==> config.mk <==
export PLATFORM = sky130hd
export DESIGN_NAME = push_button_click_classifier
export DESIGN_NICKNAME = d
export VERILOG_FILES = /design/src/pbcc_pkg.sv /design/src/pbcc_front.sv /design/src/pbcc_queue.sv /design/src/pbcc_back.sv /design/src/push_button_click_classifier.sv
export SDC_FILE = /design/constraint.sdc
export NUM_CORES = 1
export LEC_CHECK = 0
export BUFFER_PORTS_ARGS = -buffer_cell sky130_fd_sc_hd__buf_4
export CORE_ASPECT_RATIO = 1.2
export CORE_MARGIN = 3
export CORE_UTILIZATION = 60
export DETAILED_ROUTE_END_ITERATION = 10
export GPL_ROUTABILITY_DRIVEN = 0
export MAX_ROUTING_LAYER = met4
export PLACE_DENSITY = 0.82
export SETUP_SLACK_MARGIN = 0.1
export SYNTH_ARGS = -nofsm -noshare
export SYNTH_HDL_FRONTEND = slang
export SYNTH_SLANG_ARGS = --single-unit
==> constraint.sdc <==
create_clock -name i_clk -period 10.8 [get_ports i_clk]
set_input_delay 0.54 -clock i_clk [delete_from_list [all_inputs] [get_ports i_clk]]
set_output_delay 0.54 -clock i_clk [all_outputs]
set_load 0.03 [all_outputs]
==> src/pbcc_pkg.sv <==
`timescale 1ns / 1ps
// ----------------------------------------------------------------------------
// pbcc_pkg: shared types and constants of the push-button click classifier
// Event codes, state encodings, timer sizing and the run entry that carries
// the events of one tick from the classifier to the output stage.
// ----------------------------------------------------------------------------
package pbcc_pkg;

    localparam int TIMER_W = 16;
    localparam int CFG_W   = 16;
    localparam int CMP_W   = (TIMER_W > CFG_W) ? TIMER_W : CFG_W;
    localparam int QUEUE_DEPTH = 4;
    localparam int QPTR_W  = $clog2(QUEUE_DEPTH);

    localparam logic [TIMER_W-1:0] TIMER_MAX = {TIMER_W{1'b1}};

    typedef enum logic [1:0] {
        CFG_BUTTON_INDEX = 2'd0,
        CFG_DEBOUNCE     = 2'd1,
        CFG_DOUBLE_CLICK = 2'd2,
        CFG_LONG_CLICK   = 2'd3
    } t_cfg_idx;

    typedef enum logic [2:0] {
        EV_POWERON = 3'd0,
        EV_SHORT   = 3'd1,
        EV_UNDO    = 3'd2,
        EV_DOUBLE  = 3'd3,
        EV_LONG    = 3'd4
    } t_event;

    typedef enum logic [1:0] {
        ST_UP     = 2'd0,
        ST_DOWN   = 2'd1,
        ST_DOUBLE = 2'd2,
        ST_LONG   = 2'd3
    } t_click_state;

    typedef enum logic [1:0] {
        TM_IDLE     = 2'd0,
        TM_DEBOUNCE = 2'd1,
        TM_LONG     = 2'd2
    } t_timer_mode;

    // Events caused by one tick: one or two of them.
    typedef struct packed {
        t_event code0;
        t_event code1;
        logic   two;
        logic   button_id;
    } t_run;

    typedef struct packed {
        logic [CFG_W-1:0] debounce_ticks;
        logic [CFG_W-1:0] double_click_ticks;
        logic [CFG_W-1:0] long_click_ticks;
    } t_timing;

    // Register values above the timer range load as the timer maximum.
    function automatic logic [TIMER_W-1:0] clamp_ticks(input logic [CFG_W-1:0] v);
        logic [CMP_W-1:0] ve;
        ve = CMP_W'(v);
        if (ve > CMP_W'(TIMER_MAX)) begin
            return TIMER_MAX;
        end
        return TIMER_W'(ve);
    endfunction

endpackage

==> src/pbcc_front.sv <==
`timescale 1ns / 1ps
// ----------------------------------------------------------------------------
// pbcc_front: debounce and click classification
// Takes one pin sample per accepted tick, runs the debounce / long-press
// timer and the click state, and hands each tick's events on as one run.
// ----------------------------------------------------------------------------
module pbcc_front (
    input  logic            i_clk,
    input  logic            i_rst_n,
    input  logic            i_accept,
    input  logic            i_pin_level,
    input  logic            i_button_id,
    input  pbcc_pkg::t_timing i_timing,
    output logic            o_run_push,
    output pbcc_pkg::t_run  o_run
);
    import pbcc_pkg::*;

    t_click_state       r_click, n_click;
    t_timer_mode        r_mode, n_mode;
    logic [TIMER_W-1:0] r_count, n_count;
    logic [TIMER_W-1:0] r_age, n_age;
    logic               r_prev, n_prev;
    logic               r_started, n_started;
    logic [TIMER_W-1:0] age_inc;
    logic               in_window;

    assign age_inc   = (r_age != TIMER_MAX) ? r_age + TIMER_W'(1) : r_age;
    assign in_window = (age_inc != TIMER_MAX) &&
                       (CMP_W'(age_inc) < CMP_W'(i_timing.double_click_ticks));

    always_ff @(posedge i_clk) begin
        if (!i_rst_n) begin
            r_click   <= ST_UP;
            r_mode    <= TM_IDLE;
            r_count   <= '0;
            r_age     <= TIMER_MAX;
            r_prev    <= 1'b1;
            r_started <= 1'b0;
        end else begin
            r_click   <= n_click;
            r_mode    <= n_mode;
            r_count   <= n_count;
            r_age     <= n_age;
            r_prev    <= n_prev;
            r_started <= n_started;
        end
    end

    always_comb begin
        n_click   = r_click;
        n_mode    = r_mode;
        n_count   = r_count;
        n_age     = r_age;
        n_prev    = r_prev;
        n_started = r_started;
        o_run_push      = 1'b0;
        o_run.code0     = EV_POWERON;
        o_run.code1     = EV_DOUBLE;
        o_run.two       = 1'b0;
        o_run.button_id = i_button_id;
        if (i_accept) begin
            if (!r_started) begin
                // first tick: power-on check only, no debounce
                n_started = 1'b1;
                n_prev    = i_pin_level;
                if (!i_pin_level) begin
                    o_run_push = 1'b1;
                end
            end else begin
                n_age = age_inc;
                if (i_pin_level != r_prev) begin
                    n_prev  = i_pin_level;
                    n_mode  = TM_DEBOUNCE;
                    n_count = clamp_ticks(i_timing.debounce_ticks);
                end else if (r_mode != TM_IDLE) begin
                    if (r_count > TIMER_W'(1)) begin
                        n_count = r_count - TIMER_W'(1);
                    end else begin
                        n_mode  = TM_IDLE;
                        n_count = '0;
                        if (r_mode == TM_LONG) begin
                            o_run_push  = 1'b1;
                            o_run.code0 = EV_LONG;
                            n_click     = ST_LONG;
                        end else if (i_pin_level) begin
                            n_age = '0;
                            if (r_click == ST_DOWN) begin
                                o_run_push  = 1'b1;
                                o_run.code0 = EV_SHORT;
                            end
                            n_click = ST_UP;
                        end else if (in_window) begin
                            o_run_push  = 1'b1;
                            o_run.code0 = EV_UNDO;
                            o_run.two   = 1'b1;
                            n_click     = ST_DOUBLE;
                        end else begin
                            n_click = ST_DOWN;
                            n_mode  = TM_LONG;
                            n_count = clamp_ticks(i_timing.long_click_ticks);
                        end
                    end
                end
            end
        end
    end

endmodule

==> src/pbcc_queue.sv <==
`timescale 1ns / 1ps
// ----------------------------------------------------------------------------
// pbcc_queue: run queue between classifier and output stage
// Small first-in first-out store of runs; head entry visible while not empty.
// ----------------------------------------------------------------------------
module pbcc_queue (
    input  logic           i_clk,
    input  logic           i_rst_n,
    input  logic           i_push,
    input  pbcc_pkg::t_run i_data,
    input  logic           i_pop,
    output pbcc_pkg::t_run o_data,
    output logic           o_full,
    output logic           o_empty
);
    import pbcc_pkg::*;

    t_run              r_mem [QUEUE_DEPTH];
    logic [QPTR_W-1:0] r_wptr, r_rptr;
    logic [QPTR_W:0]   r_cnt;

    assign o_full  = (r_cnt == (QPTR_W+1)'(QUEUE_DEPTH));
    assign o_empty = (r_cnt == '0);
    assign o_data  = r_mem[r_rptr];

    always_ff @(posedge i_clk) begin
        if (i_push) begin
            r_mem[r_wptr] <= i_data;
        end
    end

    always_ff @(posedge i_clk) begin
        if (!i_rst_n) begin
            r_wptr <= '0;
            r_rptr <= '0;
            r_cnt  <= '0;
        end else begin
            if (i_push) begin
                r_wptr <= r_wptr + QPTR_W'(1);
            end
            if (i_pop) begin
                r_rptr <= r_rptr + QPTR_W'(1);
            end
            if (i_push && !i_pop) begin
                r_cnt <= r_cnt + (QPTR_W+1)'(1);
            end else if (!i_push && i_pop) begin
                r_cnt <= r_cnt - (QPTR_W+1)'(1);
            end
        end
    end

endmodule

==> src/pbcc_back.sv <==
`timescale 1ns / 1ps
// ----------------------------------------------------------------------------
// pbcc_back: output stage
// Pulls runs from the queue and presents their events one at a time,
// flagging the last event of each run.
// ----------------------------------------------------------------------------
module pbcc_back (
    input  logic           i_clk,
    input  logic           i_rst_n,
    input  pbcc_pkg::t_run i_run,
    input  logic           i_run_empty,
    output logic           o_run_pop,
    input  logic           pop,
    output logic           empty,
    output logic           o_event_valid,
    output logic [2:0]     o_event_code,
    output logic           o_button_id,
    output logic           o_last_of_run
);
    import pbcc_pkg::*;

    logic r_valid;
    logic r_second;
    t_run r_run;
    logic take;
    logic load;

    assign take = r_valid && pop;
    // reload once the held run is used up or nothing is held
    assign load = !r_valid || (take && (!r_run.two || r_second));
    assign o_run_pop = load && !i_run_empty;

    always_ff @(posedge i_clk) begin
        if (!i_rst_n) begin
            r_valid  <= 1'b0;
            r_second <= 1'b0;
        end else if (load) begin
            r_valid  <= !i_run_empty;
            r_second <= 1'b0;
        end else if (take) begin
            r_second <= 1'b1;
        end
    end

    always_ff @(posedge i_clk) begin
        if (o_run_pop) begin
            r_run <= i_run;
        end
    end

    assign empty         = !r_valid;
    assign o_event_valid = r_valid;
    assign o_event_code  = r_second ? r_run.code1 : r_run.code0;
    assign o_button_id   = r_run.button_id;
    assign o_last_of_run = !r_run.two || r_second;

endmodule

==> src/push_button_click_classifier.sv <==
`timescale 1ns / 1ps
// ----------------------------------------------------------------------------
// push_button_click_classifier: debounced click event detector
// Turns one sampled button level per tick into power-on, short, undo,
// double and long click events.
// ----------------------------------------------------------------------------
// Usage:
//   Input side is a queue: drive i_pin_level with push; a tick is taken when
//   push is high and full is low. One tick can be taken every cycle.
//   Output side is a queue: while empty is low the oldest event is on the
//   o_* ports; pop takes it. A tick yields zero, one or two events; the
//   last event of a tick has o_last_of_run set.
//   An event reaches the o_* ports once its run is in the output register:
//   the classifier writes the run queue as the tick is taken, and the output
//   register loads from the queue whenever it is free.
//   Throughput: one tick per cycle in while full is low, one event per
//   cycle out while pop is high; two-event runs leave one event at a time.
//   A stalled receiver fills the four-entry run queue; full then rises and
//   ticks are held off. Ticks that cause no event never fill it.
//   Reset (synchronous, active low) restores register defaults (index 0,
//   debounce 20, double click 300, long click 1000) and empties the queue.
//   Configuration: i_cfg_wr_en, i_cfg_idx, i_cfg_data; write only while idle.
// ----------------------------------------------------------------------------
module push_button_click_classifier (
    input  logic                       i_clk,
    input  logic                       i_rst_n,
    input  logic                       i_cfg_wr_en,
    input  logic [1:0]                 i_cfg_idx,
    input  logic [pbcc_pkg::CFG_W-1:0] i_cfg_data,
    input  logic                       push,
    output logic                       full,
    input  logic                       i_pin_level,
    input  logic                       pop,
    output logic                       empty,
    output logic                       o_event_valid,
    output logic [2:0]                 o_event_code,
    output logic                       o_button_id,
    output logic                       o_last_of_run
);
    import pbcc_pkg::*;

    logic    r_button_index;
    t_timing r_timing;
    logic    accept;
    logic    run_push;
    t_run    run_in;
    t_run    run_head;
    logic    run_pop;
    logic    run_empty;

    always_ff @(posedge i_clk) begin
        if (!i_rst_n) begin
            r_button_index              <= 1'b0;
            r_timing.debounce_ticks     <= CFG_W'(20);
            r_timing.double_click_ticks <= CFG_W'(300);
            r_timing.long_click_ticks   <= CFG_W'(1000);
        end else if (i_cfg_wr_en) begin
            case (t_cfg_idx'(i_cfg_idx))
                CFG_BUTTON_INDEX: r_button_index              <= i_cfg_data[0];
                CFG_DEBOUNCE:     r_timing.debounce_ticks     <= i_cfg_data;
                CFG_DOUBLE_CLICK: r_timing.double_click_ticks <= i_cfg_data;
                CFG_LONG_CLICK:   r_timing.long_click_ticks   <= i_cfg_data;
                default: ;
            endcase
        end
    end

    assign accept = push && !full;

    pbcc_front u_front (
        .i_clk       (i_clk),
        .i_rst_n     (i_rst_n),
        .i_accept    (accept),
        .i_pin_level (i_pin_level),
        .i_button_id (r_button_index),
        .i_timing    (r_timing),
        .o_run_push  (run_push),
        .o_run       (run_in)
    );

    pbcc_queue u_queue (
        .i_clk   (i_clk),
        .i_rst_n (i_rst_n),
        .i_push  (run_push),
        .i_data  (run_in),
        .i_pop   (run_pop),
        .o_data  (run_head),
        .o_full  (full),
        .o_empty (run_empty)
    );

    pbcc_back u_back (
        .i_clk         (i_clk),
        .i_rst_n       (i_rst_n),
        .i_run         (run_head),
        .i_run_empty   (run_empty),
        .o_run_pop     (run_pop),
        .pop           (pop),
        .empty         (empty),
        .o_event_valid (o_event_valid),
        .o_event_code  (o_event_code),
        .o_button_id   (o_button_id),
        .o_last_of_run (o_last_of_run)
    );

endmodule

==> flow_summary.json, run 1 <==
{
  "status": "finished clean",
  "die_h_um": 116.4,
  "grt_max_degree": 66,
  "htreeDepth": 4,
  "slew_headroom": 0.1979,
  "grt_overflow_total": 0,
  "clk_pin_slew_ps": 60,
  "synth.mux.area_fraction": 0.02507,
  "vias": 5462,
  "drive_above_1_share": 0.1241,
  "synth-seq-area-share": 0.4142,
  "fmax_ghz": 0.1844,
  "tritoncts": "yes",
  "required_ps": 11130,
  "detail-route-antenna-nets": 0,
  "synth_flop_cell": "dfxtp_1",
  "grt_pass1_vias": 5392,
  "ir_drop_v": 0.0001551,
  "rows": 39,
  "ctsResizeCount": 0,
  "portBuffers": 31,
  "antenna_found_initial": 0,
  "cpLargestDelayFamily": "simple AND/OR/NAND/NOR gates",
  "worstPathMaxFanout": 10,
  "synth_top_family_by_area": "simple AND/OR/NAND/NOR gates",
  "ys_ff_latch": 116,
  "yosysWarnings": 0,
  "syn_to_final_growth_pct": 13.46,
  "synth-edff-count": 20,
  "yosys.area.top_type_share": 0.3156,
  "maxSlewViolCount": 0,
  "nets": 768,
  "max_stage_delay_ps": 880,
  "yosys-top-cells-area": "dfxtp_1 (32%), edfxtp_1 (9.9%), nand2_1 (8.3%), a21oi_1 (5.2%), ha_1 (4.7%)",
  "dr.pass1.iters": 5,
  "yosys.area_share.simple": 0.2246,
  "fill_cells": 728,
  "ctsLongestPathBuffers": 2,
  "p_leak_nw": 2.858,
  "worst_path_max_delay_cell": "nor4_1",
  "synthAdderAreaFrac": 0.05054,
  "ys_types": 72,
  "cts_root_buf": "clkbuf_16",
  "setup.worst_path.class": "flip-flop to flip-flop",
  "finalSetupTns_ps": 0,
  "routedWlPerCell_um": 18.84,
  "power_density_nw_per_um2": 243.4,
  "hp-class": "primary input to flip-flop",
  "dpl_cell_area_sq_um": 6300,
  "skew_ps": 10.52,
  "antenna_cells": 0,
  "crit_chain": "ha_1 -> nand3_2 -> nor4_1 -> nor2_1 -> a21oi_1 -> ha_1 -> a21oi_1 -> o211ai_1 -> o41a_1 -> a311oi_1 -> or2_1 -> ha_1 -> inv_1 -> fa_1 -> xor2_1 -> or3_1 -> a21oi_1",
  "period_minus_slack_ps": 5423,
  "min_period_over_period": 0.5022,
  "rsz0062_at_grt": "no",
  "seqCellArea_sq_um": 2522,
  "die_w_um": 97.97,
  "grt_pass1_wl_um": 26770,
  "dp_hpwl_um": 10640,
  "cts_hold_buf": 0,
  "syn_area_per_cell_sq_um": 8.577,
  "hold_violations": 0,
  "critPathBufInv": 1,
  "core_sq_um": 9711,
  "die_area_sq_um": 11400,
  "clk_latency_ps": 420,
  "vias_per_cell": 6.381,
  "cts_sinks": 116,
  "synth_compound_area_frac": 0.2014,
  "cp-start-kind": "flip-flop",
  "cts_inserted_buffers": 17,
  "drtIter0Drc": 458,
  "drc": 0,
  "synthXorXnorAreaFrac": 0.02877,
  "io_pins": 32,
  "yosysTopAreaCell": "dfxtp_1",
  "post_cts_buffers": 0,
  "syn_area_sq_um": 6090,
  "multi_input_area_sq_um": 3229,
  "drv_cap": 0,
  "stdcell_area_sq_um": 6909,
  "arrival_ps": 5760,
  "finalSetupViolCount": 0,
  "worst_slew_pin_slew_ps": 1194,
  "initial_utilization": 0.6271,
  "synth_fp_nets": 758,
  "synth_cells": 710,
  "grt_use_total": 0.3070,
  "synth-async-reset-ratio": 0,
  "cp-end-kind": "flip-flop",
  "postRouteWirelength_um": 16120
}
[per-layer routing]
layer | wire, um | track usage | up-vias
met1 | 6370 | 0.3471 | 2601
met2 | 8139 | 0.5241 | 239
met5 | 0 | - | -
met4 | 503 | 0.1588 | 0
li1 | - | - | 2574
met3 | 1110 | 0.05436 | 48
[placed cells by master, fill, tap and decap left out, types with 11 or more instances in the layout]
cell type and instances:
nand2_1 134, dfxtp_1 96, a21oi_1 63, nor2_1 46, buf_4 36, inv_1 32, nand3_1 23, ha_1 23
nor3_1 20, edfxtp_1 20, clkbuf_16 19, o21ai_0 12, xor2_1 11
[sequential cells by signal (all words and copies together) (netlist names), 2 cells and up]
signal           flops
u_front.r_mode       2
u_front.r_count     16
u_queue.r_rptr       2
u_queue.r_mem       16
u_queue.r_wptr       2
u_front.r_click      2
r_timing            48
u_queue.r_cnt        3
u_back.r_run         3
u_front.r_age       16
[kinds of logic (layout without fill, tap and decap cells)]
logic type,after synthesis,after routing
flip-flops,116,116
AO/OA/AOI/OAI,176,176
AND/OR/NAND/NOR,286,286
buffers and inverters,78,101
multiplexers,10,10
XOR/XNOR,20,20
adder cells (fa/ha/maj),24,24
[cells in the mapped netlist, drive strengths merged (8+ instances only)]
master  number
a21oi       63
a221o        9
a22o        10
a31o         8
a31oi        9
a41o         9
and2         8
buf         16
clkbuf      29
dfxtp       96
edfxtp      20
ha          23
inv         33
nand2      134
nand3       24
nand4        8
nor2        46
nor3        21
nor4        10
o211ai       9
o21ai       16
xnor2        9
xor2        11
[tightest hold or removal path: stages]
cell and delay (ps):
buf_4 90, nand2_1 40, nand3_1 70
[where the power goes]
part / internal [mW] / switching (mW)
registers: 0.486 / 0.0503
logic: 0.223 / 0.355
clock network: 0.362 / 0.206
[final cells by class]
cell class / instances / share of cell area
Multi-Input combinational cell: 516 / 0.4674
Sequential cell: 116 / 0.3651
Clock buffer: 22 / 0.07479
Timing Repair Buffer: 36 / 0.03912
Tap cell: 123 / 0.02227
Inverter: 33 / 0.01793
Clock inverter: 10 / 0.01340
[metrics by stage]
step	worst slack, ps	utilization	hold WS [ps]	total power, mW	instances
final	5377	0.7115	358.7	1.682	856
after global routing	4940	0.7115	371.1	1.768	856
after floorplan	6376	-	432.3	0.9702	710
after global placement	5969	0.6488	442.4	1.076	824
after CTS	5474	0.7115	354.6	1.674	856
after detailed placement	5754	0.6488	447.2	1.099	824
[path summary, 6_finish.rpt]
path / from / to / slack, ps / cells past startpoint
worst max-delay path: u_front.r_age[0]$_SDFFE_PN1P_ / u_queue.r_cnt[2]$_SDFFE_PN0P_ / 5380 / 17
worst min-delay path: i_cfg_data[2] / r_timing[34]$_SDFFE_PN1P_ / 360 / 3
worst max register to register: u_front.r_age[0]$_SDFFE_PN1P_ / u_queue.r_cnt[2]$_SDFFE_PN0P_ / 5380 / 17
worst min register to register: r_timing[20]$_SDFFE_PN0P_ / r_timing[20]$_SDFFE_PN0P_ / 450 / 2
(Power assumes the default switching activity.)
==> run 2: changes to the inputs <==
--- a/config.mk
+++ b/config.mk
@@ -8,11 +8,11 @@
 export BUFFER_PORTS_ARGS = -buffer_cell sky130_fd_sc_hd__buf_4
 export CORE_ASPECT_RATIO = 1.2
 export CORE_MARGIN = 3
-export CORE_UTILIZATION = 60
+export CORE_UTILIZATION = 55
 export DETAILED_ROUTE_END_ITERATION = 10
 export GPL_ROUTABILITY_DRIVEN = 0
 export MAX_ROUTING_LAYER = met4
-export PLACE_DENSITY = 0.82
+export PLACE_DENSITY = 0.8
 export SETUP_SLACK_MARGIN = 0.1
 export SYNTH_ARGS = -nofsm -noshare
 export SYNTH_HDL_FRONTEND = slang
==> constraint.sdc (replaced) <==
create_clock -name i_clk -period 4.9 [get_ports i_clk]
set_input_delay 0.245 -clock i_clk [delete_from_list [all_inputs] [get_ports i_clk]]
set_output_delay 0.245 -clock i_clk [all_outputs]
set_load 0.03 [all_outputs]
==> run 2 against run 1 <==
Against the previous run:
- fmax is 16% higher
- critical path depth increased by 2
- flip-flop and latch count is the same
- total power is 120% higher
- cell area increased by 1.1%
- worst setup slack worse by 5100 ps
- non-clock buffer count grew 9
- die area up 8.6%
- clock power increased by 110%
- cell count is 1.8% higher
- critical path type unchanged
==> flow_summary.json, run 2 (same netlist as run 1, synthesis figures left out) <==
{
  "status": "finished clean",
  "drc": 0,
  "cts_root_buf": "clkbuf_16",
  "hold_depth": 3,
  "p_leak_nw": 2.891,
  "final_util": 0.6548,
  "hold-worst-slack_ps": 67.99,
  "period_minus_slack_ps": 4662,
  "critPathBufInv": 2,
  "die_area_sq_um": 12380,
  "portBuffers": 31,
  "ctsLongestPathBuffers": 2,
  "grt_pass1_vias": 5386,
  "min_period_over_period": 0.9515,
  "largest_reg_flops": 48,
  "hold_violations": 0,
  "hp-class": "primary input to flip-flop",
  "arrival_ps": 5010,
  "rsz0062_at_grt": "no",
  "vias_per_cell": 6.370,
  "ir_drop_v": 0.0003010,
  "grt_max_degree": 52,
  "fill_cells": 877,
  "dp_hpwl_um": 10930,
  "cts_sinks": 116,
  "routedWlPerCell_um": 18.60,
  "drv_cap": 0,
  "finalSetupTns_ps": 0,
  "power_density_nw_per_um2": 527.7,
  "slew_headroom": 0.1569,
  "multi_input_area_sq_um": 3257,
  "worst_path_most_repeated_cell": "ha_1",
  "cpLargestDelayFamily": "simple AND/OR/NAND/NOR gates",
  "layout.cells.non_filler": 871,
  "regMostFlops": "r_timing",
  "worstPathMaxFanout": 9,
  "r2r_cells": 19,
  "dp_cells": 834,
  "fmax_ghz": 0.2145,
  "grt_pass1_wl_um": 25790,
  "die_h_um": 121.3,
  "maxSlewViolCount": 0,
  "postRouteWirelength_um": 16200,
  "grt_overflow_total": 0,
  "cp-start-kind": "flip-flop",
  "cp.depth": 19,
  "core_sq_um": 10670,
  "initial_utilization": 0.5707,
  "antenna_cells": 0,
  "clk_pin_slew_ps": 60,
  "worst_path_max_delay_cell": "nor4_1",
  "cp-end-kind": "flip-flop",
  "htreeDepth": 4,
  "seqCellArea_sq_um": 2526,
  "drive_above_1_share": 0.1456,
  "worst_slew_pin_slew_ps": 1255,
  "vias": 5548,
  "required_ps": 5250,
  "cts_inserted_buffers": 17,
  "io_pins": 32,
  "setup.worst_path.class": "flip-flop to flip-flop",
  "antenna_found_initial": 0,
  "clk_latency_ps": 420,
  "die_w_um": 102.1,
  "final_common_cell": "nand2_1",
  "tritoncts": "yes",
  "drtIter0Drc": 485,
  "skew_ps": 8.819,
  "finalSetupViolCount": 0,
  "syn_to_final_growth_pct": 14.73,
  "dr.pass1.iters": 5,
  "grt_use_total": 0.2759,
  "cts_hold_buf": 0,
  "final_cell_mix": "nand2_1 (134), dfxtp_1 (93), a21oi_1 (63)",
  "detail-route-antenna-nets": 0,
  "rows": 41,
  "crit_chain": "ha_2 -> nand3_2 -> buf_4 -> nor4_1 -> nand3b_1 -> o21a_1 -> ha_1 -> nand4_1 -> nor2_1 -> o2111a_1 -> o41a_1 -> a311oi_2 -> or2_4 -> ha_1 -> inv_1 -> fa_1 -> xor2_1 -> or3_1 -> a21oi_1",
  "max_stage_delay_ps": 590,
  "nets": 777
}
-- run 2: area by class of cell --
class                           count  area share
Multi-Input combinational cell    516      0.4662
Inverter                           33     0.01773
Clock buffer                       21     0.07056
Sequential cell                   116      0.3616
Clock inverter                     11     0.01254
Tap cell                          129     0.02310
Timing Repair Buffer               45     0.04835
-- run 2: per-layer routing --
layer | share of wire | wire length (um) | global-route usage | up-vias
li1 | - | - | - | 2599
met1 | 0.39 | 6276 | 0.3138 | 2639
met2 | 0.50 | 8069 | 0.4524 | 255
met3 | 0.070 | 1136 | 0.06268 | 55
met4 | 0.044 | 720 | 0.1395 | 0
met5 | 0 | 0 | - | -
-- run 2: metrics by stage --
step / area [sq um] / power (mW) / setup WS [ps]
finish: 6987 / 3.687 / 237.8
global route: 6987 / 3.883 / 105.7
CTS: 6927 / 3.645 / 167.9
detailed placement: 6337 / 2.443 / 43.21
global placement: 6337 / 2.389 / 315.5
floorplan: 6090 / 2.138 / 476.5
-- run 2: final timing paths --
kind	start	end	slack (ps)
worst max-delay path	u_front.r_age[0]$_SDFFE_PN1P_	u_queue.r_cnt[2]$_SDFFE_PN0P_	240
worst min-delay path	i_cfg_data[5]	r_timing[5]$_SDFFE_PN1P_	70
worst max register to register	u_front.r_age[0]$_SDFFE_PN1P_	u_queue.r_cnt[2]$_SDFFE_PN0P_	240
worst min register to register	r_timing[14]$_SDFFE_PN0P_	r_timing[14]$_SDFFE_PN0P_	460
-- run 2: what timing repair did --
item | CTS | global route
pin swaps | 0 | 3
setup buffers | 0 | 5
endpoints found under the setup margin | 1 | 1
resized for setup | 2 | 7
-- run 2: power by group --
group          internal (mW)  switching, mW
clock                  0.728          0.464
combinational          0.518          0.800
sequential              1.07          0.104
total                   2.32           1.37
-- run 2: worst min-delay path, cell delays in order --
cell and delay (ps):
buf_4 100, nand2_1 50, nand3_1 60
